**src/rtl/bilinear_crop_resample_core_macros.svh**
```systemverilog
// Assertion macros shared by the resampler RTL.
// Needs signals named clock and reset in the module that uses them.
`ifndef BILINEAR_CROP_RESAMPLE_CORE_MACROS_SVH
`define BILINEAR_CROP_RESAMPLE_CORE_MACROS_SVH
`ifndef NO_ASSERTIONS
`define BRCR_ASSERT_NOW(label, pre, post) \
   label: assert property (@(posedge clock) disable iff (reset) (pre) |-> (post)) \
      else $error("brcr: same-cycle check failed");
`define BRCR_ASSERT_NEXT(label, pre, post) \
   label: assert property (@(posedge clock) disable iff (reset) (pre) |=> (post)) \
      else $error("brcr: next-cycle check failed");
`else
`define BRCR_ASSERT_NOW(label, pre, post)
`define BRCR_ASSERT_NEXT(label, pre, post)
`endif
`endif

```
**src/rtl/brcr_ram.sv**
```systemverilog
// Generic RAM: one write port, two registered read ports.
// No dependencies.
`default_nettype none
module brcr_ram #(
   parameter int WIDTH = 8,
   parameter int DEPTH = 256
) (
   input  wire logic                     clock,
   input  wire logic                     we,
   input  wire logic [$clog2(DEPTH)-1:0] waddr,
   input  wire logic [WIDTH-1:0]         wdata,
   input  wire logic                     re,
   input  wire logic [$clog2(DEPTH)-1:0] raddr_a,
   input  wire logic [$clog2(DEPTH)-1:0] raddr_b,
   output logic      [WIDTH-1:0]         rdata_a,
   output logic      [WIDTH-1:0]         rdata_b
);
   logic [WIDTH-1:0] mem [DEPTH];

   always_ff @(posedge clock) begin
      if (we) begin
         mem[waddr] <= wdata;
      end
      if (re) begin
         rdata_a <= mem[raddr_a];
         rdata_b <= mem[raddr_b];
      end
   end
endmodule
`default_nettype wire

```
**config.mk**
```make
export PLATFORM = sky130hd
export DESIGN_NAME = brcr_ram
export DESIGN_NICKNAME = d
export VERILOG_FILES = /design/src/rtl/bilinear_crop_resample_core_macros.svh /design/src/rtl/brcr_ram.sv
export SDC_FILE = /design/constraint.sdc
export NUM_CORES = 2
export LEC_CHECK = 0
export BUFFER_PORTS_ARGS = -buffer_cell sky130_fd_sc_hd__buf_2
export CAP_MARGIN = 30
export CORE_MARGIN = 4
export CORE_UTILIZATION = 50
export CTS_BUF_LIST = sky130_fd_sc_hd__clkbuf_4 sky130_fd_sc_hd__clkbuf_8
export DETAILED_ROUTE_END_ITERATION = 8
export GPL_TIMING_DRIVEN = 0
export MAX_ROUTING_LAYER = met4
export PLACE_DENSITY = 0.63
export SETUP_SLACK_MARGIN = 0.15
export SLEW_MARGIN = 10
export SYNTH_ARGS = -nofsm -noshare
export SYNTH_HDL_FRONTEND = slang
export SYNTH_SLANG_ARGS = --single-unit
export TNS_END_PERCENT = 20
```
**constraint.sdc**
```tcl
create_clock -name clock -period 9.1 [get_ports clock]
set_input_delay 2.275 -clock clock [delete_from_list [all_inputs] [get_ports clock]]
set_output_delay 2.275 -clock clock [all_outputs]
set_load 0.01 [all_outputs]
```
==> results.md <==
* Status: completed
* Routed vias/inst at 7.91
* Worst Path Max Fanout at 11
* CP Class: primary input to flip-flop
* Post-Route WL at 497000 um
* Internal power at 15.6 mW
* First-pass GRT wire length at 628000 um
* Die area at 201000 um^2
* Cts hold-fix bufs at 0
* Worst-Margin Slew at 1.31 ns
* Max clock buf depth at 4
* Initial Utilization at 50.4%
* Main synth FF type: edfxtp_1
* Switching share of power at 27.5%
* # setup viols final at 0
* All-Layer GR Usage at 50.5%
* Syn. warnings at 0
* Comb pwr share at 12.2%
* Gpl congestion at 1.11
* Clock sink count at 2064
* Fin worst setup slack at 2.16 ns
* Clk_lat worst skew at 1.19 ns
* Grt total ovfl at 0
* P_sw at 5.92 mW
* Clock slew seen by the registers of the worst setup and hold paths at 0.07 ns
* Hold slack at 1.41 ns
* Post-Syn Area at 97100 um^2
* Initial antenna violation count at 75
* Synth Area per Inst at 20.0 um^2
* Synth unique cells at 64
* # DRC at 0
* Yosys top cell area share at 63.8%
* Rel. slew slack at 12.7%
* Ys async rst share at 0%
* Top cell type by total area after synthesis: edfxtp_1
* Pwr Density at 194 nW/um^2
* Leakage at 35.6 nW
* Slew Limit Fails at 0
* Number of port buffers at 40
* Worst Skew at 0.0784 ns
* Setup TNS at 0 ns
* Register bit total from synthesis at 2064
* WP data arrival at 7.76 ns
* Fin util at 57.6%
* Largest net degree at the start of global routing at 133
* Number of synthesized flops with an enable pin at 2064
* Area contributors post-synth: edfxtp_1 64%, mux4_2 24%, mux2i_1 2.4%
* Clk pwr share at 38.9%
* Vias in the first global route at 61000
* Starting DRC count in detailed routing at 14600
* Drt wl/cell at 59.4 um
* Core Footprint at 193000 um^2
* VDD IR max at 0.200 mV
* Vias at 66200
* CTS Buf Count at 362
* Max Clk Rate at 0.144 GHz
* Crit. End Element: flip-flop
* Sequential area share after synthesis at 63.8%
* # placed instances at 7649
* Pre-CTS WS at 1.45 ns
* Resize count post-CTS at 0
* CP required at 9.92 ns
* Final net count at 5561
* Minimum clock period at 6.94 ns
* CTS tree: done
* DIE WIDTH at 449 um
* Syn nets at 4882
* Reg power frac at 48.8%
* MaxCap Viol Count at 0
* Pre-Repair DR Iteration Count at 7
* Worst R2R Setup Slack at 5.29 ns
* Ratio of cells with drive above 1 in the final layout at 39.7%
* Cells after Synth at 4847
* Routed Antenna Nets at 0
* Rows at 161
* Io pins at 51
* Final hold violations at 0
* Setup Fix Bufs, Post-CTS at 0
* Min-delay worst type: flip-flop to flip-flop
* Root buffer cell: clkbuf_8
* H-Tree Depth at 5
* DP HPWL at 360000 um
* Fin crit share at 76.3%
* Final cell count without fillers at 8367
* Die Y at 449 um
* Unrepaired setup endpoints after global routing: no
* Startpoint types: primary input
* Area growth syn-to-layout at 14.3%
cells in the final DEF (no fill, tap or decap), drive strengths merged, types with 5 or more instances in the layout:
cell type / count
a211o: 6
a211oi: 28
a21oi: 79
a221o: 10
a221oi: 37
a22o: 22
a22oi: 62
a2bb2oi: 9
and2: 12
and3: 5
and3b: 5
buf: 570
bufinv: 8
clkbuf: 597
clkinv: 140
clkinvlp: 6
diode: 67
edfxtp: 2064
inv: 5
mux2: 38
mux2i: 236
mux4: 1051
nand2: 114
nand2b: 11
nand3: 52
nand3b: 6
nand4: 13
nor2: 299
nor2b: 27
nor3: 21
nor3b: 7
nor4: 7
o211ai: 13
o21ai: 37
o21bai: 5
o221ai: 67
o22ai: 48
o31ai: 11
or2: 6
power groups by stage:
| stage | registers (mW) | logic (mW) | clock network (mW) |
|---|---|---|---|
| CTS | 10.5 | 2.45 | 8.28 |
| global route | 10.5 | 2.53 | 8.74 |
| detailed placement | 10.7 | 2.45 | 0 |
| finish | 10.5 | 2.63 | 8.37 |
| floorplan | 10.7 | 1.04 | 0 |
| global placement | 10.7 | 2.35 | 0 |
flip-flops by register name, summed over array words and instances (netlist names):
name and count:
mem 2048, rdata_b 8, rdata_a 8
worst paths after layout:
check,end,from,cells after the start
hold reg to reg,rdata_a[5],mem[137][5],6
setup reg to reg,rdata_a[3],mem[224][3],7
hold / removal,rdata_a[5],mem[137][5],6
setup / recovery,rdata_b[5],raddr_b[1],11
through the flow:
| stage | power, mW | instance area [um^2] |
|---|---|---|
| final | 21.5 | 111000 |
| after detailed placement | 13.2 | 104000 |
| after global placement | 13.1 | 100000 |
| after global routing | 21.8 | 111000 |
| after CTS | 21.2 | 111000 |
| after floorplan | 11.7 | 97100 |
metal layers:
layer / track usage [%] / vias to the layer above / wire length, um / part of all wire [%]
met5: - / - / 0 / 0
met4: 35.9 / 0 / 47700 / 9.6
met3: 24.7 / 1761 / 84600 / 17
met2: 65.4 / 6955 / 200000 / 40
met1: 61.3 / 34900 / 165000 / 33
li1: - / 22600 / - / -
synthesized netlist by cell type (6+ instances only):
cell and number:
clkbuf_1 137, nand2_1 114, o211ai_1 13, nor2b_1 27, nand4_1 13, edfxtp_1 2064, buf_4 42, nand3_1 52
a22oi_1 62, buf_12 8, o221ai_1 65, nand2b_1 11, a22o_1 22, o21ai_0 34, nor2_1 298, a221oi_1 32
mux2_2 38, o22ai_1 48, o31ai_1 11, a211oi_1 28, a21oi_1 79, nor4_1 7, nand3b_1 6, buf_2 104
mux4_2 1051, buf_1 25, buf_6 44, a221o_1 10, a2bb2oi_1 9, a211o_1 6, mux2i_1 236, nor3b_1 7
nor3_1 21, or2_2 6, buf_8 35, and2_1 12
final cells by class:
cell class / count / area, um^2
sequential: 2064 / 62000
tap: 2526 / 3160
buffer: 395 / 2720
clock buffer: 459 / 5740
multi-input combinational: 2382 / 32700
inverter: 6 / 22.5
clock inverter: 153 / 868
antenna: 67 / 168
fill: 14500 / 81800
timing repair buffer: 315 / 3700
worst max-delay path, cell delays in order:
cell and delay [ns]:
buf_4 0.24, buf_4 0.21, buf_2 0.88, buf_2 0.87
buf_2 0.99, nand3_1 0.45, o22ai_1 0.26, a211oi_1 0.11
nand3_1 0.36, a221oi_1 0.24, nor4_2 0.80
logic make-up (layout without fill, tap and decap cells):
kind of cell           after synthesis  after routing  synth area share, %
other                                0             67                    0
AND/OR/NAND/NOR                    591            591                 2.69
buffers and inverters              401           1328                 2.73
multiplexers                      1325           1325                 27.2
AO/OA/AOI/OAI                      466            466                 3.53
flip-flops                        2064           2064                 63.8
Note: power is estimated with default switching activity, not from simulation.
