$ cat config.mk
export PLATFORM = sky130hd
export DESIGN_NAME = brcr_div
export DESIGN_NICKNAME = d
export VERILOG_FILES = /design/src/rtl/brcr_div.sv
export VERILOG_INCLUDE_DIRS = /design/src /design/src/rtl
export SDC_FILE = /design/constraint.sdc
export NUM_CORES = 1
export LEC_CHECK = 0
export BUFFER_PORTS_ARGS = -buffer_cell sky130_fd_sc_hd__buf_2
export CAP_MARGIN = 20
export CORE_UTILIZATION = 54
export DETAILED_ROUTE_END_ITERATION = 10
export PLACE_DENSITY = 0.8
export SYNTH_ARGS = -nofsm -noshare
export SYNTH_HDL_FRONTEND = slang
export SYNTH_SLANG_ARGS = --single-unit
export TNS_END_PERCENT = 30
$ cat constraint.sdc
create_clock -name clock -period 3.2 [get_ports clock]
set_clock_uncertainty 0.1 [all_clocks]
set_input_delay 0.48 -clock clock [delete_from_list [all_inputs] [get_ports clock]]
set_output_delay 0.48 -clock clock [all_outputs]
set_load 0.01 [all_outputs]
$ cat src/rtl/bilinear_crop_resample_core_macros.svh
// Assertion macros shared by the resampler RTL.
// Needs signals named clock and reset in the module that uses them.
`ifndef BILINEAR_CROP_RESAMPLE_CORE_MACROS_SVH
`define BILINEAR_CROP_RESAMPLE_CORE_MACROS_SVH
`ifndef NO_ASSERTIONS
`define BRCR_ASSERT_NOW(label, pre, post) \
   label: assert property (@(posedge clock) disable iff (reset) (pre) |-> (post)) \
      else $error("brcr: same-cycle check failed");
`define BRCR_ASSERT_NEXT(label, pre, post) \
   label: assert property (@(posedge clock) disable iff (reset) (pre) |=> (post)) \
      else $error("brcr: next-cycle check failed");
`else
`define BRCR_ASSERT_NOW(label, pre, post)
`define BRCR_ASSERT_NEXT(label, pre, post)
`endif
`endif

$ cat src/rtl/brcr_div.sv
// Restoring divider, one quotient bit per cycle, for the scale factors.
// Depends on the assertion macros header.
`default_nettype none
`include "bilinear_crop_resample_core_macros.svh"
module brcr_div #(
   parameter int NUM_W = 27,
   parameter int DEN_W = 13
) (
   input  wire logic             clock,
   input  wire logic             reset,
   input  wire logic             start,
   input  wire logic [NUM_W-1:0] num,
   input  wire logic [DEN_W-1:0] den,
   output logic                  busy,
   output logic      [NUM_W-1:0] quo
);
   localparam int CNT_W = $clog2(NUM_W + 1);

   logic [DEN_W-1:0] rem_ff, rem_in;
   logic [DEN_W-1:0] den_ff;
   logic [NUM_W-1:0] quo_ff;
   logic [CNT_W-1:0] cnt_ff;
   logic [DEN_W:0]   trial;
   logic [DEN_W:0]   diff;
   logic             ge;

   always_comb begin
      trial  = {rem_ff, quo_ff[NUM_W-1]};
      diff   = trial - {1'b0, den_ff};
      ge     = trial >= {1'b0, den_ff};
      rem_in = ge ? diff[DEN_W-1:0] : trial[DEN_W-1:0];
   end

   always_ff @(posedge clock) begin
      if (reset) begin
         cnt_ff <= '0;
      end else if (start) begin
         cnt_ff <= CNT_W'(NUM_W);
      end else if (busy) begin
         cnt_ff <= cnt_ff - 1'b1;
      end
   end

   always_ff @(posedge clock) begin
      if (start) begin
         rem_ff <= '0;
         den_ff <= den;
         quo_ff <= num;
      end else if (busy) begin
         rem_ff <= rem_in;
         quo_ff <= {quo_ff[NUM_W-2:0], ge};
      end
   end

   assign busy = cnt_ff != '0;
   assign quo  = quo_ff;

   `BRCR_ASSERT_NEXT(a_div_load, start && !reset, cnt_ff == CNT_W'(NUM_W))
   `BRCR_ASSERT_NOW(a_div_rem, busy, rem_ff < den_ff)
endmodule
`default_nettype wire

==> impl_metrics.csv <==
group,metric,value,unit
status,status,"complete, no violations",
global_route,maximum_number_of_pins_on_one_net_before_global_route_repair,29,
synth,syn-instance-count,256,
detailed_routing,drc,0,
detailed_routing,drt_iter0_drc,94,
detailed_routing,totalWireLength,5796,microns
setup_path,timing.critical_path.mode_cell,"sky130_fd_sc_hd__inv_1",
global_route,global_route.usage.total,21.49,%
min_path,worst_hold_path_type,"in2reg",
die,core,5473,sq um
synth,yosys_most_used_dff,"sky130_fd_sc_hd__edfxtp_1",
global_route,grt.overflow.total,0,
global_route,first_global_vias,2249,
placed_design,placed_cell_count,390,
die,design.portCount,71,
synth,yosysSeqAreaShare,51.04,%
sta,fin_worst_hold_slack,0.2206,ns
placed_design,dpl-instance-area,3461,sq um
synth,complex_gate_fraction_of_the_synthesized_area,12.84,%
final_layout,antenna-diode-count,0,
pwr,cellLeakagePower,0.001540,uW
synth,synthesized_area_divided_by_synthesized_cell_count,11.95,sq um
setup_path,timing.critical_path.slowest_stage_cell,"sky130_fd_sc_hd__edfxtp_1",
placed_design,gpl.final_weighted_congestion,0.8589,
sta,finalSetupViolCount,0,
detailed_routing,wire_per_inst,14.31,microns
placed_design,port_buffers,70,
cts,cts-root-to-sink-buffers,2,
synth,syn-cell-area,3059,sq um
synth,area_fraction_in_and_or_nand_and_nor_cells_after_synthesis,9.611,%
cts,postCtsSetupRepairBufs,0,
setup_path,worstPathArrival,3.05,ns
final_layout,final_standard_cell_area_without_fillers,3612,sq um
sta,worstMarginPinSlew,0.6150,ns
sta,hold_viol,0,
final_layout,layout-drive-gt1-share,36.64,%
setup_path,path_cells,"inv_1 -> ha_1 -> inv_1 -> fa_1 -> a21o_1 -> a221oi_4 -> a211o_2 -> o211ai_4 -> mux2_4 -> a211oi_2",
setup_path,worstSetupPathType,"reg2reg",
sta,rsz0062_at_grt,"no",
cts,cts_hold_buf,0,
synth,synthArstFlopShare,0,%
pwr,total_power,2771,uW
sta,period_share,90.33,%
pwr,powerDensity,767.2,nW/um^2
synth,synth-adder-area-share,6.380,%
pwr,ir_drop,399.8,uV
global_route,antenna_found_initial,0,
die,die_area,5970,sq um
final_layout,fin_nets,387,
synth,synth_enable_flop_cells,40,
sta,achievable-frequency,346.0,MHz
cts,cts_resized,0,
detailed_routing,drt-vias-per-instance,5.454,
die,die_width,77.27,microns
setup_path,critical_path_start_type,"register",
sta,relSlewSlack,59.00,%
detailed_routing,drt.antenna.violating_nets,0,
cts,cts.clk_slew.worst_paths,0.07,ns
cts,htree_num_levels,3,
final_layout,final_cells,405,
synth,main_combinational_cell_family_by_area_after_synthesis,"multiplexers",
sta,layout_min_cycle_time,2.890,ns
sta,finalMaxSlewViolations,0,
synth,yosys_warnings,0,
cts,clock_tree_from_tritoncts,"yes",
cts,root_buf_cell,"sky130_fd_sc_hd__clkbuf_8",
synth,ys_types,52,
sta,setup-tns-final,0,ns
die,initial_core_util,55.90,%
detailed_routing,drt_first_pass_iters,4,
cts,cts_num_sinks,58,
synth,syn_nets,314,
detailed_routing,vias,2209,
global_route,grt_pass1_wl,9804,microns
setup_path,worstSetupEndpointType,"register",
final_layout,area_growth,18.08,%
cts,worst_skew_pair.late_latency,0.33,ns
setup_path,critPathRequiredTime,3.36,ns
synth,flip_flop_and_latch_count_after_synthesis,58,
setup_path,critPathMaxStageDelay,0.39,ns
placed_design,dp_hpwl,4160,microns
run,cap_violations,0,
setup_path,worst-path-max-fanout,15,
die,die_height,77.27,microns
cts,numCtsBuffers,9,
synth,post_synth_xor_area_fraction,2.863,%
synth,synth.mux.area_fraction,13.05,%
die,row_count,27,
layout by cell type (no fill, tap or decap), types with 5 or more instances in the layout:
| cell | instances |
|---|---|
| sky130_fd_sc_hd__a21o_1 | 5 |
| sky130_fd_sc_hd__xnor2_1 | 7 |
| sky130_fd_sc_hd__mux2_2 | 27 |
| sky130_fd_sc_hd__nand2_1 | 8 |
| sky130_fd_sc_hd__buf_2 | 70 |
| sky130_fd_sc_hd__mux2i_1 | 8 |
| sky130_fd_sc_hd__a21oi_1 | 9 |
| sky130_fd_sc_hd__ha_1 | 14 |
| sky130_fd_sc_hd__dfxtp_1 | 18 |
| sky130_fd_sc_hd__a211oi_1 | 9 |
| sky130_fd_sc_hd__nor2_1 | 26 |
| sky130_fd_sc_hd__nand3b_1 | 6 |
| sky130_fd_sc_hd__inv_1 | 17 |
| sky130_fd_sc_hd__edfxtp_1 | 40 |
| sky130_fd_sc_hd__clkbuf_8 | 9 |
stage by stage:
step	util (%)	setup WS [ns]
finish	66.00	0.3096
global route	66.00	0.1182
CTS	66.00	0.2998
detailed placement	63.24	0.3202
global placement	63.24	0.4082
floorplan	-	0.4374
cell type report:
class	instances	area, sq um
Multi-Input combinational cell	169	1369
Clock inverter	4	20.02
Inverter	18	67.56
Sequential cell	58	1562
Timing Repair Buffer	73	372.9
Tap cell	72	90.09
Clock buffer	11	131.4
Fill cell	440	1861
critical path, delay by kind of cell, from the launching register on:
kind	cells	cell delay (ns)
AOI/OAI and AO/OA	5	1.25
adders and majority gates	2	0.55
DFF	1	0.39
muxes	1	0.38
buffers and inverters	2	0.15
cell families (layout without fill, tap and decap cells):
logic type	count (synthesis)	after routing
AND/OR/NAND/NOR	59	59
adder cells (fa/ha/maj)	15	15
AO/OA/AOI/OAI	49	49
XOR/XNOR	10	10
multiplexers	36	36
flip-flops	58	58
buffers and inverters	29	106
registers in the layout (all words and copies together) (netlist names):
signal,cells
quo,27
rem_ff,13
cnt_ff,5
den_ff,13
cells in the mapped netlist (3+ instances only):
library cell	instances	share of area [%]
sky130_fd_sc_hd__xor2_1	3	0.86
sky130_fd_sc_hd__ha_1	14	5.7
sky130_fd_sc_hd__dfxtp_1	18	12
sky130_fd_sc_hd__mux2i_1	8	2.6
sky130_fd_sc_hd__a21o_1	5	1.2
sky130_fd_sc_hd__nor3_1	3	0.49
sky130_fd_sc_hd__nand2_1	8	0.98
sky130_fd_sc_hd__inv_1	17	2.1
sky130_fd_sc_hd__nand3b_1	6	1.5
sky130_fd_sc_hd__o21ai_0	3	0.49
sky130_fd_sc_hd__xnor2_1	7	2.0
sky130_fd_sc_hd__mux2_2	27	9.9
sky130_fd_sc_hd__a21oi_1	9	1.5
sky130_fd_sc_hd__a211oi_1	9	2.2
sky130_fd_sc_hd__nor2_1	26	3.2
sky130_fd_sc_hd__or2_2	3	0.61
sky130_fd_sc_hd__clkbuf_1	6	0.74
sky130_fd_sc_hd__edfxtp_1	40	39
per-layer routing:
metal	wire length [microns]	up-vias	track usage [%]
met4	65	0	10.00
met3	416	8	8.214
met2	2704	73	34.25
met5	0	-	0
li1	-	1099	-
met1	2609	1029	25.52
where the power goes:
part | internal, uW | leakage, uW | total [uW] | switching, uW
registers | 974 | 0.000560 | 1080 | 103
logic | 540 | 0.000906 | 1150 | 609
clock network | 270 | 0.0000743 | 546 | 276
total | 1780 | 0.00154 | 2770 | 987
path summary, 6_finish.rpt:
check | start | endpoint | slack (ns) | cells past startpoint
setup / recovery | quo[26] | rem_ff[0] | 0.31 | 10
hold / removal | den[7] | den_ff[7] | 0.22 | 1
setup reg to reg | quo[26] | rem_ff[0] | 0.31 | 10
hold reg to reg | cnt_ff[4] | cnt_ff[4] | 0.39 | 2
Note: power is estimated with default switching activity, not from simulation.
