$ cat src/rtl/bilinear_crop_resample_core_macros.svh
// Assertion macros shared by the resampler RTL.
// Needs signals named clock and reset in the module that uses them.
`ifndef BILINEAR_CROP_RESAMPLE_CORE_MACROS_SVH
`define BILINEAR_CROP_RESAMPLE_CORE_MACROS_SVH
`ifndef NO_ASSERTIONS
`define BRCR_ASSERT_NOW(label, pre, post) \
   label: assert property (@(posedge clock) disable iff (reset) (pre) |-> (post)) \
      else $error("brcr: same-cycle check failed");
`define BRCR_ASSERT_NEXT(label, pre, post) \
   label: assert property (@(posedge clock) disable iff (reset) (pre) |=> (post)) \
      else $error("brcr: next-cycle check failed");
`else
`define BRCR_ASSERT_NOW(label, pre, post)
`define BRCR_ASSERT_NEXT(label, pre, post)
`endif
`endif

$ cat src/rtl/brcr_pkg.sv
// Shared types, widths and codes of the bilinear crop resampler.
// No dependencies.
`default_nettype none
package brcr_pkg;
   localparam int STORE_BYTES_DEF = 65536;
   localparam int FRAC_BITS_DEF   = 16;

   localparam int CL_W       = 10;
   localparam int CS_W       = 11;
   localparam int OS_W       = 13;
   localparam int RS_W       = 13;
   localparam int CC_W       = 3;
   localparam int CSR_IDX_W  = 3;
   localparam int CSR_DATA_W = 13;
   localparam int ADDR_IN_W  = 16;
   localparam int POS_W      = 12;
   localparam int CH_W       = 2;
   localparam int PIX_W      = 8;
   localparam int COORD_W    = 11;
   localparam int WGT_W      = 8;
   localparam int WT_W       = WGT_W + 1;
   localparam int ROWP_W     = COORD_W + RS_W;
   localparam int COLP_W     = COORD_W + CC_W;
   localparam int ASUM_W     = ROWP_W + 1;
   localparam int NSTAGE     = 10;

   localparam logic [WT_W-1:0] WGT_ONE = WT_W'(1 << WGT_W);

   typedef enum logic [CSR_IDX_W-1:0] {
      REG_CROP_LEFT     = 3'd0,
      REG_CROP_TOP      = 3'd1,
      REG_CROP_WIDTH    = 3'd2,
      REG_CROP_HEIGHT   = 3'd3,
      REG_OUT_WIDTH     = 3'd4,
      REG_OUT_HEIGHT    = 3'd5,
      REG_ROW_STRIDE    = 3'd6,
      REG_CHANNEL_COUNT = 3'd7
   } csr_index_type;

   typedef enum logic {
      OP_WRITE  = 1'b0,
      OP_SAMPLE = 1'b1
   } opcode_type;

   typedef struct packed {
      logic s1;
      logic s2;
      logic s3;
   } axis_en_type;

   typedef struct packed {
      logic s7;
      logic s8;
      logic s9;
      logic s10;
   } blend_en_type;
endpackage
`default_nettype wire

$ cat src/rtl/brcr_axis.sv
// Source coordinate of one axis: scale multiply, clamp, split into
// neighbours and weight over three stages. Depends on brcr_pkg.
`default_nettype none
module brcr_axis import brcr_pkg::*; #(
   parameter int FRAC_BITS = FRAC_BITS_DEF
) (
   input  wire logic                      clock,
   input  wire axis_en_type               en,
   input  wire logic [POS_W-1:0]          pos,
   input  wire logic [CS_W+FRAC_BITS-1:0] scale,
   input  wire logic [CL_W-1:0]           origin,
   input  wire logic [CS_W-1:0]           size_eff,
   output logic      [COORD_W-1:0]        near_ff,
   output logic      [COORD_W-1:0]        far_ff,
   output logic      [WGT_W-1:0]          weight_ff
);
   localparam int SCW = CS_W + FRAC_BITS;
   localparam int PW  = POS_W + 1 + SCW;
   localparam int TW  = PW - 1;
   localparam int DW  = CL_W + FRAC_BITS;
   localparam logic [TW-1:0] HALF = TW'(1) << (FRAC_BITS - 1);

   logic [PW-1:0]      prod_ff;
   logic [DW-1:0]      d_ff;
   logic [TW-1:0]      t, lim, dsub, dsel, dclamp;
   logic [CL_W-1:0]    size_m1;
   logic [COORD_W-1:0] near_in, far_in, last;

   always_comb begin
      size_m1 = CL_W'(size_eff - 1'b1);
      t       = prod_ff[PW-1:1];
      lim     = TW'(size_m1) << FRAC_BITS;
      dsub    = t - HALF;
      dsel    = (t < HALF) ? '0 : dsub;
      dclamp  = (dsel > lim) ? lim : dsel;
      near_in = {1'b0, origin} + {1'b0, d_ff[DW-1:FRAC_BITS]};
      last    = {1'b0, origin} + {1'b0, size_m1};
      far_in  = (near_in == last) ? last : near_in + 1'b1;
   end

   always_ff @(posedge clock) begin
      if (en.s1) begin
         prod_ff <= {pos, 1'b1} * scale;
      end
      if (en.s2) begin
         d_ff <= DW'(dclamp);
      end
      if (en.s3) begin
         near_ff   <= near_in;
         far_ff    <= far_in;
         weight_ff <= d_ff[FRAC_BITS-1 -: WGT_W];
      end
   end
endmodule
`default_nettype wire

$ cat config.mk
export PLATFORM = sky130hd
export DESIGN_NAME = brcr_axis
export DESIGN_NICKNAME = d
export VERILOG_FILES = /design/src/rtl/bilinear_crop_resample_core_macros.svh /design/src/rtl/brcr_pkg.sv /design/src/rtl/brcr_axis.sv
export SDC_FILE = /design/constraint.sdc
export NUM_CORES = 1
export LEC_CHECK = 0
export ABC_AREA = 1
export BUFFER_PORTS_ARGS = -buffer_cell sky130_fd_sc_hd__buf_2
export CORE_MARGIN = 10
export CORE_UTILIZATION = 60
export DETAILED_ROUTE_END_ITERATION = 8
export PLACE_DENSITY = 0.78
export SYNTH_ARGS = -nofsm -noshare
export SYNTH_HDL_FRONTEND = slang
export SYNTH_SLANG_ARGS = --single-unit
$ cat constraint.sdc
create_clock -name clock -period 13.4 [get_ports clock]
set_input_delay 1.34 -clock clock [delete_from_list [all_inputs] [get_ports clock]]
set_output_delay 1.34 -clock clock [all_outputs]
set_load 0.03 [all_outputs]
==> metrics list <==
- The initialized floorplan defines 62 standard-cell rows.
- Post-Syn Nets: 2,753
* Register-to-Register Path Depth: 20
* Overall die area: 0.0361 mm²
- DR vias: 14,100
* Number of instances on the worst hold path: 0
- Syn avg cell area: 7.55 µm²
- Subtracting the final worst setup slack from the clock period gives 6470 ps.
- Critical path cell sequence: buf_2, nand2_1, fa_1, inv_1, fa_1, fa_1, fa_1, inv_1, fa_1, inv_1, ha_1, a21oi_1, o21ai_0, a21oi_1, nor2_1, a211oi_1, nand2_1, nand2_1, nand2_1
- The worst-case IR drop observed on VDD is 0.000234 V.
- Estimated wirelength of the detail-placed design: 34,600 µm
- Clock-pin slew was measured on the worst setup and hold paths at 60 ps.
- RD Place Congestion: between 0.9 and 1
- EDFF count, synth: 87
- In this run the static leakage power is 0.0104 µW.
- Antenna diode count: 0
- Post-synthesis to final-layout area growth: 5.46%
* Die Span Y: 190 µm
* Result of the run: completed
- At the later pin of the worst-skew pair, clock insertion delay measures 350 ps.
- After layout, the worst path uses 48.3% of the clock period.
- The path class of the tightest hold or removal check is reg2reg.
- Clock tree synthesis inserted a total of 9 buffers.
* Worst clock skew: between 10 and 15 ps
- The count of cells in the finished layout, fillers not included, comes to 2,716.
* Count of max-cap constraint violations: 0
* Critical Path Start Type: input pin
- Dividing the detail-routed wire length by the instance count gives 15.0 µm.
- Timing would allow up to 0.155 GHz.
- Input and output buffers added on the ports amount to 92.
- The Yosys step of the flow raised 0 warnings.
* Leading area contributor after synthesis: sky130_fd_sc_hd__fa_1
- Number of H-tree levels: 3
- Global routing finished with a remaining overflow of 0.
* Critical path data required time: 13,490 ps
- End point of the most critical hold path: weight_ff[5]
* Worst Setup Slack post-DPL: 6630 ps
- In the final timing run, aggregate negative setup slack is 0 ps.
* Floorplan die width: 190 µm
* Arrival time of the worst setup path: 6570 ps
- The slowest stage of the critical path belongs to the cell sky130_fd_sc_hd__fa_1.
- Worst path top cell family by delay: adder cells
* Number of antenna violations at the first check in global routing: 0
* Worst-case register-to-register setup slack: 9970 ps
- Largest net degree at the start of global routing: 40
- DRT iter0 DRCs: 787
- Summed over all layers, the routed wires come to 40,900 µm.
* TritonCTS clock tree: yes
- The final hold violation count was 0.
- Once layout is done, the placed cells without fillers occupy 0.0183 mm².
- DRT antenna net count: 0
* Largest cells by area after synthesis: sky130_fd_sc_hd__fa_1 32%, sky130_fd_sc_hd__edfxtp_1 15%, sky130_fd_sc_hd__nand2_1 15%
- Layout cell share with drive strength beyond 1: 6.82%
- Crit. End Element: flop
- Sink count of the clock tree: 87
- After layout, the worst setup slack is 6930 ps.
- Cell at the root of the clock tree: sky130_fd_sc_hd__clkbuf_16
- The commonest cells after synthesis are 672 x sky130_fd_sc_hd__nand2_1, 604 x sky130_fd_sc_hd__inv_1, 277 x sky130_fd_sc_hd__fa_1, 126 x sky130_fd_sc_hd__nor2_1, 118 x sky130_fd_sc_hd__ha_1.
- R2R Path End: d_ff[16]
* Number of instances in the synthesized netlist: 2,294
- Placed standard-cell area: ~0.018 mm²
- Counting flops with an async set or reset pin after synthesis yields a share of 0%.
- Sequential cells were found to cover 15.1% of the synthesized design area.
* Critical Path Max Stage Delay: around 560 ps
- In this run the worst path has a maximum fanout of 27.
- Relative slew margins: 42.5%
- Yosys mapped the design onto 44 distinct sky130hd cell types.
- Of the post-synthesis cell area, the dominant cell type holds 32.0%.
- The setup path with the least slack is of type in2reg.
* Net total in the final layout: between 2,000 and 3,000
- Max Root-Sink Buffers: 2
- The via count of the first global-routing pass is 14,800.
- Wire length of the first global-routing pass: just under 70,000 µm
- Post-layout util: between 60% and 70%
* Top-count cell post-synth: sky130_fd_sc_hd__nand2_1
- The cell area that synthesis handed to floorplanning was 0.0173 mm².
- After detailed placement, the design holds a cell count of ~2,700.
* Floorplan Core Area: 0.0286 mm²
- The worst register-to-register path begins at prod_ff[16].
- Setup repair after global routing left no endpoint under its margin.
* Layout fillers: 2,477
- Post-CTS timing repair inserted 0 buffers for setup.
- The number of hold buffers added after CTS was 0.
- The pre-antenna-repair detailed-routing pass consisted of 7 iterations.
- Dividing the detail-routed via count by the number of cells gives 5.19.
* Post-synthesis register bit count: slightly below 90
- In this run, post-CTS repair resized a total of 0 instances.
- Post-detailed-route DRC marker count: 0
- Final setup violation count: 0
- Worst Path Buf+Inv: 4
- For this configuration, the core starts out at a cell density of 60.5%.
* Global routing usage summed across all routing layers: 23.3%
* Final slew viol count: 0
- By instance count, the cell type seen most on the critical path is sky130_fd_sc_hd__fa_1.
* Hold wc startpoint: d_ff[13]
- Slew @ Worst Pin: 862 ps
- In this run the power density over the cells is 267 mW/mm².
* Ports placed on the boundary: 94
* Most used flip-flop cell after synthesis: sky130_fd_sc_hd__edfxtp_1
==> metrics by stage <==
| stage | hold WS (ps) | total power, µW |
|---|---|---|
| 2_1_floorplan | 400 | 3580 |
| 3_3_place_gp | 403 | 4580 |
| 3_5_place_dp | 405 | 4640 |
| 4_1_cts | 421 | 4910 |
| 5_1_grt | 425 | 5470 |
| 6_report | 418 | 4890 |
==> flip-flops by register name (all words and copies together), names as in the netlist <==
register / cells
d_ff: 18
far_ff: 11
weight_ff: 8
near_ff: 11
prod_ff: 39
==> worst max-delay path by stage <==
stage | slack (ps) | startpoint | cells past startpoint | to
detailed placement | 6630 | pos[8] | 19 | prod_ff[34]
global placement | 6700 | pos[8] | 19 | prod_ff[34]
CTS | 7010 | pos[8] | 19 | prod_ff[34]
finish | 6930 | pos[8] | 19 | prod_ff[34]
global route | 6600 | pos[8] | 20 | prod_ff[37]
floorplan | 7190 | pos[8] | 20 | prod_ff[34]
==> layer usage <==
| layer | up-vias | wire (µm) | global-route usage (%) |
|---|---|---|---|
| met3 | 81 | 1880 | 3.28 |
| li1 | 6774 | - | - |
| met1 | 6882 | 16000 | 26.4 |
| met2 | 371 | 21900 | 44.2 |
| met5 | - | 0 | 0 |
| met4 | 0 | 1020 | 7.30 |
==> placed cells by master (no fill, tap or decap), drive strengths merged, types with 5 or more instances in the layout <==
| master | Yosys | final |
|---|---|---|
| buf | 16 | 92 |
| nand2 | 688 | 688 |
| nor3 | 12 | 12 |
| clkbuf | 54 | 9 |
| a21o | 8 | 8 |
| inv | 607 | 608 |
| o21ai | 23 | 23 |
| xor2 | 42 | 42 |
| o21bai | 8 | 8 |
| or2 | 6 | 6 |
| ha | 118 | 118 |
| nand3 | 90 | 90 |
| clkinv | 1 | 5 |
| xnor2 | 18 | 18 |
| nor2 | 149 | 149 |
| a21oi | 54 | 54 |
| edfxtp | 87 | 87 |
| nand4 | 13 | 13 |
| fa | 277 | 277 |
==> report_power, final <==
group	switching, µW	internal [µW]	leakage (µW)
clock network	107	144	0.000141
logic	2580	1440	0.00944
registers	54.9	565	0.000864
total	2740	2150	0.0104
==> kinds of logic after synthesis <==
logic type / share of synthesized area (%)
and+or+nand+nor: 22.9
buffers and inverters: 14.9
adders and majority gates: 40.5
AOI/OAI and AO/OA: 3.60
DFF: 15.1
xor gates and xnor gates: 3.03
==> cell type report <==
class | count | area [µm²] | area share (%)
timing repair buffer | 92 | 460 | 2.52
inverter | 608 | 2280 | 12.5
clock buffer | 9 | 225 | 1.23
clock inverter | 7 | 71.3 | 0.390
tap | 384 | 480 | 2.63
multi-input combinational | 1529 | 12100 | 66.4
sequential | 87 | 2610 | 14.3
(Power assumes the default switching activity.)
