`src/rtl/bilinear_crop_resample_core_macros.svh`:
```
// Assertion macros shared by the resampler RTL.
// Needs signals named clock and reset in the module that uses them.
`ifndef BILINEAR_CROP_RESAMPLE_CORE_MACROS_SVH
`define BILINEAR_CROP_RESAMPLE_CORE_MACROS_SVH
`ifndef NO_ASSERTIONS
`define BRCR_ASSERT_NOW(label, pre, post) \
   label: assert property (@(posedge clock) disable iff (reset) (pre) |-> (post)) \
      else $error("brcr: same-cycle check failed");
`define BRCR_ASSERT_NEXT(label, pre, post) \
   label: assert property (@(posedge clock) disable iff (reset) (pre) |=> (post)) \
      else $error("brcr: next-cycle check failed");
`else
`define BRCR_ASSERT_NOW(label, pre, post)
`define BRCR_ASSERT_NEXT(label, pre, post)
`endif
`endif

```
`src/rtl/brcr_pkg.sv`:
```
// Shared types, widths and codes of the bilinear crop resampler.
// No dependencies.
`default_nettype none
package brcr_pkg;
   localparam int STORE_BYTES_DEF = 65536;
   localparam int FRAC_BITS_DEF   = 16;

   localparam int CL_W       = 10;
   localparam int CS_W       = 11;
   localparam int OS_W       = 13;
   localparam int RS_W       = 13;
   localparam int CC_W       = 3;
   localparam int CSR_IDX_W  = 3;
   localparam int CSR_DATA_W = 13;
   localparam int ADDR_IN_W  = 16;
   localparam int POS_W      = 12;
   localparam int CH_W       = 2;
   localparam int PIX_W      = 8;
   localparam int COORD_W    = 11;
   localparam int WGT_W      = 8;
   localparam int WT_W       = WGT_W + 1;
   localparam int ROWP_W     = COORD_W + RS_W;
   localparam int COLP_W     = COORD_W + CC_W;
   localparam int ASUM_W     = ROWP_W + 1;
   localparam int NSTAGE     = 10;

   localparam logic [WT_W-1:0] WGT_ONE = WT_W'(1 << WGT_W);

   typedef enum logic [CSR_IDX_W-1:0] {
      REG_CROP_LEFT     = 3'd0,
      REG_CROP_TOP      = 3'd1,
      REG_CROP_WIDTH    = 3'd2,
      REG_CROP_HEIGHT   = 3'd3,
      REG_OUT_WIDTH     = 3'd4,
      REG_OUT_HEIGHT    = 3'd5,
      REG_ROW_STRIDE    = 3'd6,
      REG_CHANNEL_COUNT = 3'd7
   } csr_index_type;

   typedef enum logic {
      OP_WRITE  = 1'b0,
      OP_SAMPLE = 1'b1
   } opcode_type;

   typedef struct packed {
      logic s1;
      logic s2;
      logic s3;
   } axis_en_type;

   typedef struct packed {
      logic s7;
      logic s8;
      logic s9;
      logic s10;
   } blend_en_type;
endpackage
`default_nettype wire

```
`src/rtl/brcr_blend.sv`:
```
// Bilinear blend of four neighbour bytes, round half up and saturate,
// over four stages ending in the response register. Depends on brcr_pkg.
`default_nettype none
module brcr_blend import brcr_pkg::*; (
   input  wire logic               clock,
   input  wire blend_en_type       en,
   input  wire logic [PIX_W-1:0]   tl,
   input  wire logic [PIX_W-1:0]   tr,
   input  wire logic [PIX_W-1:0]   bl,
   input  wire logic [PIX_W-1:0]   br,
   input  wire logic [WGT_W-1:0]   wx,
   input  wire logic [WGT_W-1:0]   wy,
   output logic      [PIX_W-1:0]   sample_value
);
   localparam int PR_W  = PIX_W + WT_W;
   localparam int ROW_W = PR_W;
   localparam int MV_W  = ROW_W + WT_W;
   localparam int SUM_W = MV_W + 1;
   localparam int SHIFT = 2 * WGT_W;
   localparam logic [SUM_W-1:0] ROUND = SUM_W'(1) << (SHIFT - 1);
   localparam logic [SUM_W-SHIFT-1:0] VMAX = (SUM_W-SHIFT)'((1 << PIX_W) - 1);

   logic [PR_W-1:0]        p_tl_ff, p_tr_ff, p_bl_ff, p_br_ff;
   logic [ROW_W-1:0]       top_ff, bot_ff;
   logic [MV_W-1:0]        m_top_ff, m_bot_ff;
   logic [WGT_W-1:0]       wy7_ff, wy8_ff;
   logic [PIX_W-1:0]       sample_ff;
   logic [WT_W-1:0]        wxc, wyc;
   logic [SUM_W-1:0]       sum;
   logic [SUM_W-SHIFT-1:0] v;

   always_comb begin
      wxc = WGT_ONE - {1'b0, wx};
      wyc = WGT_ONE - {1'b0, wy8_ff};
      sum = SUM_W'(m_top_ff) + SUM_W'(m_bot_ff) + ROUND;
      v   = sum[SUM_W-1:SHIFT];
   end

   always_ff @(posedge clock) begin
      if (en.s7) begin
         p_tl_ff <= tl * wxc;
         p_tr_ff <= tr * {1'b0, wx};
         p_bl_ff <= bl * wxc;
         p_br_ff <= br * {1'b0, wx};
         wy7_ff  <= wy;
      end
      if (en.s8) begin
         top_ff <= p_tl_ff + p_tr_ff;
         bot_ff <= p_bl_ff + p_br_ff;
         wy8_ff <= wy7_ff;
      end
      if (en.s9) begin
         m_top_ff <= top_ff * wyc;
         m_bot_ff <= bot_ff * {1'b0, wy8_ff};
      end
      if (en.s10) begin
         sample_ff <= (v > VMAX) ? PIX_W'(VMAX) : v[PIX_W-1:0];
      end
   end

   assign sample_value = sample_ff;
endmodule
`default_nettype wire

```
`config.mk`:
```
export PLATFORM = sky130hd
export DESIGN_NAME = brcr_blend
export DESIGN_NICKNAME = d
export VERILOG_FILES = /design/src/rtl/bilinear_crop_resample_core_macros.svh /design/src/rtl/brcr_pkg.sv /design/src/rtl/brcr_blend.sv
export SDC_FILE = /design/constraint.sdc
export NUM_CORES = 1
export LEC_CHECK = 0
export CAP_MARGIN = 20
export CORE_UTILIZATION = 48
export DETAILED_ROUTE_END_ITERATION = 12
export DONT_BUFFER_PORTS = 1
export HOLD_SLACK_MARGIN = 0.15
export MAX_ROUTING_LAYER = met4
export PLACE_DENSITY = 0.69
export SYNTH_ARGS = -nofsm -noshare
export SYNTH_HDL_FRONTEND = slang
export SYNTH_SLANG_ARGS = --single-unit
export TNS_END_PERCENT = 5
```
`constraint.sdc`:
```
create_clock -name clock -period 17.3 [get_ports clock]
set_input_delay 0 -clock clock [delete_from_list [all_inputs] [get_ports clock]]
set_output_delay 0 -clock clock [all_outputs]
set_load 0.005 [all_outputs]
```
==> results.yml, run 1 <==
synthesis:
  ys_seq_elements: 175
  postSynthAreaPerCell_um2: 9.90
  synthesis.area_um2: 25000
  synth_cell_types: 60
  async_reset_ff_frac: 0
  synthFlopType: "edfxtp_1"
  yosys_warnings: 0
  ys_seq_area_frac: 0.210
  syn_inst: 2523
  synth_edf_count: 175
  syn_nets: 3249
placed_design:
  portBuffers: 0
  gp_congestion: 0.901
  dp_hpwl_um: 41700
  dp.cells: 3156
  pre_cts_slack_ps: 10810
floorplanning:
  start_util: 0.486
  coreArea_um2: 51400
  io_pins: 61
  num_rows: 83
  die_height_um: 230
  die-area_um2: 53000
  die_w_um: 230
global_routing:
  grt_pass1_wl_um: 89500
  antenna_found_initial: 0
  grt.total_usage: 0.217
  grt_pass1_vias: 18100
  grt_start_max_net_pins: 75
  grt-ovfl-total: 0
sta:
  maxSlewHeadroom: 0.297
  slew_violations: 0
  setup_ws_ps: 10700
  fin_tns_setup_ps: 0
  skew_ps: 11.6
  fmax_mhz: 152
  period_minus_slack_ps: 6600
  rsz0062_at_grt: "no"
  setup_viol: 0
  hold_viol_final: 0
  period_share: 0.381
  worst_slew_pin_slew_ps: 1050
finish:
  antenna_cells: 0
  final_cells: 3229
  multi_input_area_um2: 17900
  fillers: 4562
  final_common_cell: "inv_1"
  layout_common_cells: "438 x inv_1, 354 x fa_1, 319 x ha_1"
  synthToLayoutAreaGrowth_pct: 7.16
  final_nets: 3263
  regArea_um2: 5260
  drive_gt1_frac: 0.0286
critical_path:
  worstSetupStartpointType: "flop"
  cpPeakStageDelay_ps: 810
  worstReg2RegStart: "wy8_ff[1]$_DFFE_PP_"
  required_ps: 17490
  slowest_stage: "xnor2_2"
  crit_type: "reg2reg"
  ff2ff_setup_slack_ps: 10700
  critPathCaptureType: "flop"
  crit_path_cell_trace: "inv_1, ha_1, xnor2_2, nand2_1, fa_1, inv_1, fa_1, fa_1, inv_1, fa_1, inv_1, ha_1, or3_1, a41oi_2, o21ai_1, a21oi_1, o21ai_1, a2111oi_0, nor3_1"
  critical_path_arrival_ps: 6780
  worst_r2r_path_depth: 19
  cp_max_fo: 21
  r2r-end: "m_top_ff[19]$_DFFE_PP_"
detailed_routing:
  first_pass_iters: 5
  vias: 16900
  drc: 0
  vias_per_cell: 5.23
  wl_um: 52000
  ant_nets: 0
  drt_iter0_drc: 890
  post_drt_wl_per_cell_um: 16.1
clock_tree:
  cts_tree: "yes"
  path_clk_slew_ps: 70
  ctsResizeCount: 0
  cts.sinks: 175
  cts_buffers: 17
  h-tree-depth: 4
  cts_hold_buf: 42
  cts_root_buf: "clkbuf_16"
  clk_latency_ps: 460
  cts_buffer_depth: 2
  cts_setup_buffers: 0
worst_hold_path:
  min_path_cells: 1
  hold_class: "in2reg"
  min-delay-start: "wy[5]"
  holdPathEnd: "wy7_ff[5]$_DFFE_PP_"
outcome:
  status: "finished, final reports clean"
run:
  drv_cap: 0
-- per-layer routing --
layer,vias up,part of all wire,track usage,wire [um]
li1,8061,-,-,-
met1,8334,0.45,0.276,23200
met2,424,0.48,0.362,25000
met3,79,0.050,0.0286,2580
met4,0,0.024,0.0656,1230
met5,-,0,-,0
-- area by class of cell --
type,count,share of cell area
clock buffer,19,0.0162
clock inverter,12,0.00495
inverter,438,0.0614
multi-input combinational,1849,0.668
sequential,175,0.196
tap,680,0.0318
timing repair buffer,56,0.0216
-- synthesized netlist by cell type, drive strengths merged, types with 2 or more instances --
| cell type | instances | area [um^2] |
|---|---|---|
| a31oi | 9 | 56.3 |
| and2 | 306 | 1910 |
| o21a | 12 | 90.1 |
| nor2b | 14 | 87.6 |
| o41ai | 5 | 51.3 |
| fa | 354 | 7090 |
| inv | 438 | 1640 |
| nand2b | 13 | 81.3 |
| a211oi | 11 | 87.6 |
| a21oi | 68 | 374 |
| o31ai | 6 | 50.1 |
| a21o | 24 | 180 |
| a21boi | 7 | 52.6 |
| a211o | 3 | 26.3 |
| nor3 | 31 | 155 |
| a2111oi | 2 | 36.3 |
| or2 | 10 | 62.6 |
| o211ai | 5 | 37.5 |
| o2111ai | 5 | 43.8 |
| nor2 | 75 | 282 |
| buf | 9 | 33.8 |
| a41o | 3 | 30.0 |
| edfxtp | 175 | 5260 |
| nand4 | 3 | 18.8 |
| or4 | 2 | 15.0 |
| xnor2 | 100 | 876 |
| nand3 | 24 | 120 |
| xor2 | 28 | 245 |
| nand3b | 2 | 15.0 |
| a31o | 4 | 35.0 |
| and3 | 11 | 68.8 |
| nand2 | 308 | 1160 |
| clkbuf | 52 | 195 |
| nor4 | 4 | 25.0 |
| a221oi | 2 | 17.5 |
| o311ai | 2 | 17.5 |
| ha | 319 | 3990 |
| or3 | 12 | 75.1 |
| o21bai | 6 | 48.8 |
| o21ai | 50 | 250 |
-- through the flow --
| stage | hold WS, ps | cell area, um^2 | util |
|---|---|---|---|
| after floorplan | 98.9 | 25000 | - |
| after global placement | 99.0 | 25700 | 0.500 |
| after detailed placement | 98.9 | 25700 | 0.501 |
| after CTS | 151 | 26800 | 0.521 |
| after global routing | 168 | 26800 | 0.521 |
| final | 175 | 26800 | 0.521 |
-- worst max-delay path by stage --
stage	from	to	slack, ps	cells past startpoint
final	wy8_ff[1]$_DFFE_PP_	m_top_ff[19]$_DFFE_PP_	10700	19
after global routing	wy8_ff[1]$_DFFE_PP_	m_top_ff[19]$_DFFE_PP_	10350	21
after CTS	wy8_ff[1]$_DFFE_PP_	m_top_ff[24]$_DFFE_PP_	10780	20
after detailed placement	wy8_ff[1]$_DFFE_PP_	m_top_ff[24]$_DFFE_PP_	10810	20
after global placement	wy8_ff[2]$_DFFE_PP_	m_top_ff[24]$_DFFE_PP_	10640	20
after floorplan	wy8_ff[1]$_DFFE_PP_	m_top_ff[24]$_DFFE_PP_	11320	23
-- cell families after synthesis --
family,after synthesis,share of synthesized area
buffers and inverters,499,0.0750
AND/OR/NAND/NOR,818,0.164
flip-flops,175,0.210
AO/OA/AOI/OAI,230,0.0622
XOR/XNOR,128,0.0449
adder cells (fa/ha/maj),673,0.443
-- state kept, by name, indices dropped and copies added, names as in the netlist --
name	cells
top_ff	17
wy8_ff	8
p_br_ff	16
m_bot_ff	25
p_tr_ff	16
wy7_ff	8
p_tl_ff	17
sample_value	8
p_bl_ff	17
m_top_ff	26
bot_ff	17
-- critical path, delay by kind of cell, from the launching register on --
| kind | cells | cell delay, ps |
|---|---|---|
| fa+ha+maj | 6 | 2510 |
| xor+xnor | 1 | 810 |
| buf+inv | 4 | 240 |
| compound gates | 5 | 1290 |
| simple gates | 3 | 660 |
| flops | 1 | 790 |
Power of run 1 is not shown: default switching activity piles up to over one toggle a cycle in this logic, so the estimate is an artifact.
==> inputs of run 2 (changes only) <==
PLACE_DENSITY = 0.71   (was 0.69)
clock period = 5.8 ns   (was 17.3 ns; I/O delays follow)
==> results.yml, run 2 (synthesis results as in run 1) <==
floorplanning:
  coreArea_um2: 51400
  num_rows: 83
  io_pins: 61
  die-area_um2: 53000
  die_height_um: 230
  die_w_um: 230
  start_util: 0.486
finish:
  final_common_cell: "inv_1"
  layout_common_cells: "438 x inv_1, 354 x fa_1, 318 x ha_1"
  top_register: "m_top_ff"
  reg.largest.list: "m_top_ff x26, m_bot_ff x25"
  synthToLayoutAreaGrowth_pct: 7.67
  largest_reg_flops: 26
  drive_gt1_frac: 0.0410
  final_nets: 3277
sta:
  setup_viol: 0
  worst_slew_pin_slew_ps: 910
  rsz0062_at_grt: "yes"
  hold_viol_final: 0
  slew_violations: 0
  skew_ps: 11.2
  fmax_mhz: 180
  maxSlewHeadroom: 0.389
  period_minus_slack_ps: 5570
  period_share: 0.960
  fin_tns_setup_ps: 0
global_routing:
  grt-ovfl-total: 0
  grt_pass1_vias: 18200
  antenna_found_initial: 1
  grt.total_usage: 0.214
  grt_pass1_wl_um: 89000
  grt_start_max_net_pins: 75
clock_tree:
  clk_latency_ps: 440
  cts_buffer_depth: 2
  cts.sinks: 175
  cts_buffers: 17
  cts_root_buf: "clkbuf_16"
  path_clk_slew_ps: 70
  h-tree-depth: 4
  cts_tree: "yes"
detailed_routing:
  drc: 0
  wl_um: 52000
  vias: 17000
  vias_per_cell: 5.24
  ant_nets: 0
  post_drt_wl_per_cell_um: 16.0
  drt_iter0_drc: 1039
  first_pass_iters: 5
critical_path:
  critPathCaptureType: "flop"
  worstSetupStartpointType: "flop"
  crit_type: "reg2reg"
  critical_path_arrival_ps: 5760
  required_ps: 5990
  cp_max_fo: 12
placed_design:
  gp_congestion: 0.893
  dp_hpwl_um: 42400
  portBuffers: 0
worst_hold_path:
  hold_class: "in2reg"
outcome:
  status: "finished, final reports clean"
run:
  drv_cap: 0
-- run 2: cell type report --
| class | instances | area, um^2 |
|---|---|---|
| Clock buffer | 18 | 429 |
| Timing Repair Buffer | 70 | 676 |
| Clock inverter | 14 | 106 |
| Multi-Input combinational cell | 1849 | 17900 |
| Fill cell | 4538 | 24500 |
| Antenna cell | 1 | 2.50 |
| Inverter | 438 | 1640 |
| Tap cell | 680 | 851 |
| Sequential cell | 175 | 5260 |
-- run 2: what timing repair did --
item                                    CTS  global route
gates cloned                              0             0
gates resized for setup                   1            14
endpoints found under the setup margin    3             7
buffers inserted                          0             4
hold buffers                             34             0
pin swaps                                 0             3
hold endpoints to repair                196             0
-- run 2: worst paths after layout --
check / startpoint / end / slack [ps] / depth (start not counted)
worst max-delay path: wy8_ff[4]$_DFFE_PP_ / m_top_ff[25]$_DFFE_PP_ / 230 / 20
worst min-delay path: bl[1] / p_bl_ff[2]$_DFFE_PP_ / 160 / 4
worst min register to register: wy7_ff[4]$_DFFE_PP_ / wy8_ff[4]$_DFFE_PP_ / 420 / 0
worst max register to register: wy8_ff[4]$_DFFE_PP_ / m_top_ff[25]$_DFFE_PP_ / 230 / 20
-- run 2: stage by stage --
stage / hold WS (ps) / std cells / util / worst slack, ps / instance area, um^2
after floorplan: 98.9 / 2523 / - / 11.7 / 25000
after global placement: 99.1 / 3174 / 0.503 / -61.0 / 25900
after detailed placement: 99.1 / 3174 / 0.503 / -122 / 25900
after CTS: 153 / 3240 / 0.521 / 16.8 / 26800
after global routing: 197 / 3245 / 0.523 / -18.0 / 26900
final: 158 / 3245 / 0.523 / 230 / 26900
-- run 2: critical path: stages, from the launching register on --
cell      delay (ps)
edfxtp_1         510
nor4_4           290
nand2_1          120
xor2_1           160
buf_4            180
and2_1           180
fa_1             560
fa_1             430
fa_1             490
inv_1             50
fa_1             470
inv_1             40
ha_1             220
or3_1            390
a41oi_2          220
buf_4            150
o21a_1           140
o211ai_1         140
a31o_2           270
a21oi_1          190
xnor2_1           90
-- run 2: layer usage --
| layer | vias up | wire length [um] | track usage |
|---|---|---|---|
| met5 | - | 0 | - |
| met4 | 0 | 985 | 0.0530 |
| met3 | 66 | 2380 | 0.0310 |
| met2 | 367 | 25600 | 0.358 |
| met1 | 8459 | 23100 | 0.272 |
| li1 | 8099 | - | - |
Power of run 2 is left out for the same reason.
==> inputs of run 3 (changes only) <==
RECOVER_POWER = 50   (was default)
==> results.yml, run 3 (synthesis results as in run 1) <==
outcome:
  status: "finished with violations"
  violations: "max-capacitance violations, max-slew violations"
sta:
  fmax_mhz: 180
  period_share: 0.960
  worst_slew_pin_slew_ps: 3810
  skew_ps: 11.2
  rsz0062_at_grt: "yes"
  hold_viol_final: 0
  setup_viol: 0
  period_minus_slack_ps: 5570
  fin_tns_setup_ps: 0
  holdWs_ps: 160
  setup_ws_ps: 230
  maxSlewHeadroom: -1.54
  slew_violations: 170
placed_design:
  pre_cts_slack_ps: -122
  gp_congestion: 0.893
  portBuffers: 0
  place_area_um2: 25900
  dp_hpwl_um: 42400
global_routing:
  antenna_found_initial: 1
  grt-ovfl-total: 0
  grt_pass1_wl_um: 89000
  grt_pass1_vias: 18200
  grt_start_max_net_pins: 75
  grt.total_usage: 0.214
finish:
  final_common_cell: "inv_1"
  reg.largest.list: "m_top_ff x26, m_bot_ff x25"
  top_register: "m_top_ff"
  layout_common_cells: "438 x inv_1, 354 x fa_1, 318 x ha_1"
  synthToLayoutAreaGrowth_pct: 7.42
  largest_reg_flops: 26
  drive_gt1_frac: 0.0398
  final_nets: 3277
  regArea_um2: 5260
  fillers: 4540
  fin_area_um2: 26800
  multi_input_area_um2: 17900
clock_tree:
  clk_latency_ps: 440
  h-tree-depth: 4
  path_clk_slew_ps: 70
  cts_tree: "yes"
  cts.sinks: 175
  cts_buffer_depth: 2
  cts_root_buf: "clkbuf_16"
  cts_buffers: 17
critical_path:
  critPathCaptureType: "flop"
  crit_type: "reg2reg"
  worstReg2RegStart: "wy8_ff[4]$_DFFE_PP_"
  cp_max_fo: 12
  worstSetupStartpointType: "flop"
  endpoint: "m_top_ff[25]$_DFFE_PP_"
  ff2ff_setup_slack_ps: 230
  r2r-end: "m_top_ff[25]$_DFFE_PP_"
  critical_path_arrival_ps: 5760
  startpoint: "wy8_ff[4]$_DFFE_PP_"
  required_ps: 5990
  worst_r2r_path_depth: 20
floorplanning:
  die-area_um2: 53000
  io_pins: 61
  num_rows: 83
  coreArea_um2: 51400
  start_util: 0.486
  die_w_um: 230
  die_height_um: 230
run:
  drv_cap: 3
detailed_routing:
  vias: 17000
  post_drt_wl_per_cell_um: 16.0
  ant_nets: 0
  drc: 0
  vias_per_cell: 5.24
  drt_iter0_drc: 1025
  wl_um: 52000
  first_pass_iters: 5
worst_hold_path:
  hold_class: "in2reg"
  min-delay-start: "bl[1]"
[run 3: cell type report]
cell class,instances,share of cell area
inverters,438,0.0613
multi-input cells,1849,0.668
repair buffers,70,0.0228
diodes,2,0.000186
flip-flops and latches,175,0.196
well taps,680,0.0317
clock buffers,18,0.0160
clock inverters,14,0.00396
[run 3: worst min path at each step]
stage	to	slack (ps)	cells after the start
floorplan	wy7_ff[0]$_DFFE_PP_	100	0
global placement	wy7_ff[7]$_DFFE_PP_	100	0
detailed placement	wy7_ff[7]$_DFFE_PP_	100	0
CTS	p_bl_ff[2]$_DFFE_PP_	150	4
global route	p_bl_ff[2]$_DFFE_PP_	200	4
finish	p_bl_ff[2]$_DFFE_PP_	160	4
[run 3: worst max-delay path, stage by stage, from the launching register on]
cell and delay, ps:
edfxtp_1 510, nor4_4 290, nand2_1 120, xor2_1 160
buf_4 180, and2_1 180, fa_1 560, fa_1 430
fa_1 490, inv_1 50, fa_1 470, inv_1 40
ha_1 220, or3_1 390, a41oi_2 220, buf_4 150
o21a_1 140, o211ai_1 140, a31o_2 270, a21oi_1 180
xnor2_1 90
[run 3: layer usage]
metal  track usage  up-vias  routed length [um]
met5             -        -                   0
met2         0.358      379               25700
met3        0.0310       62                2470
li1              -     8101                   -
met4        0.0530        0                 952
met1         0.272     8466               23000
[run 3: metrics by stage]
stage | instances | utilization
after global routing | 3245 | 0.522
after global placement | 3174 | 0.503
after CTS | 3240 | 0.521
after detailed placement | 3174 | 0.503
final | 3246 | 0.522
after floorplan | 2523 | -
[run 3: repair_timing]
action,CTS,global route
pin swaps,0,3
hold endpoints to repair,196,0
hold buffers,34,0
resized for setup,1,14
buffers inserted,0,4
setup endpoints to repair,3,7
Power of run 3 is left out for the same reason.
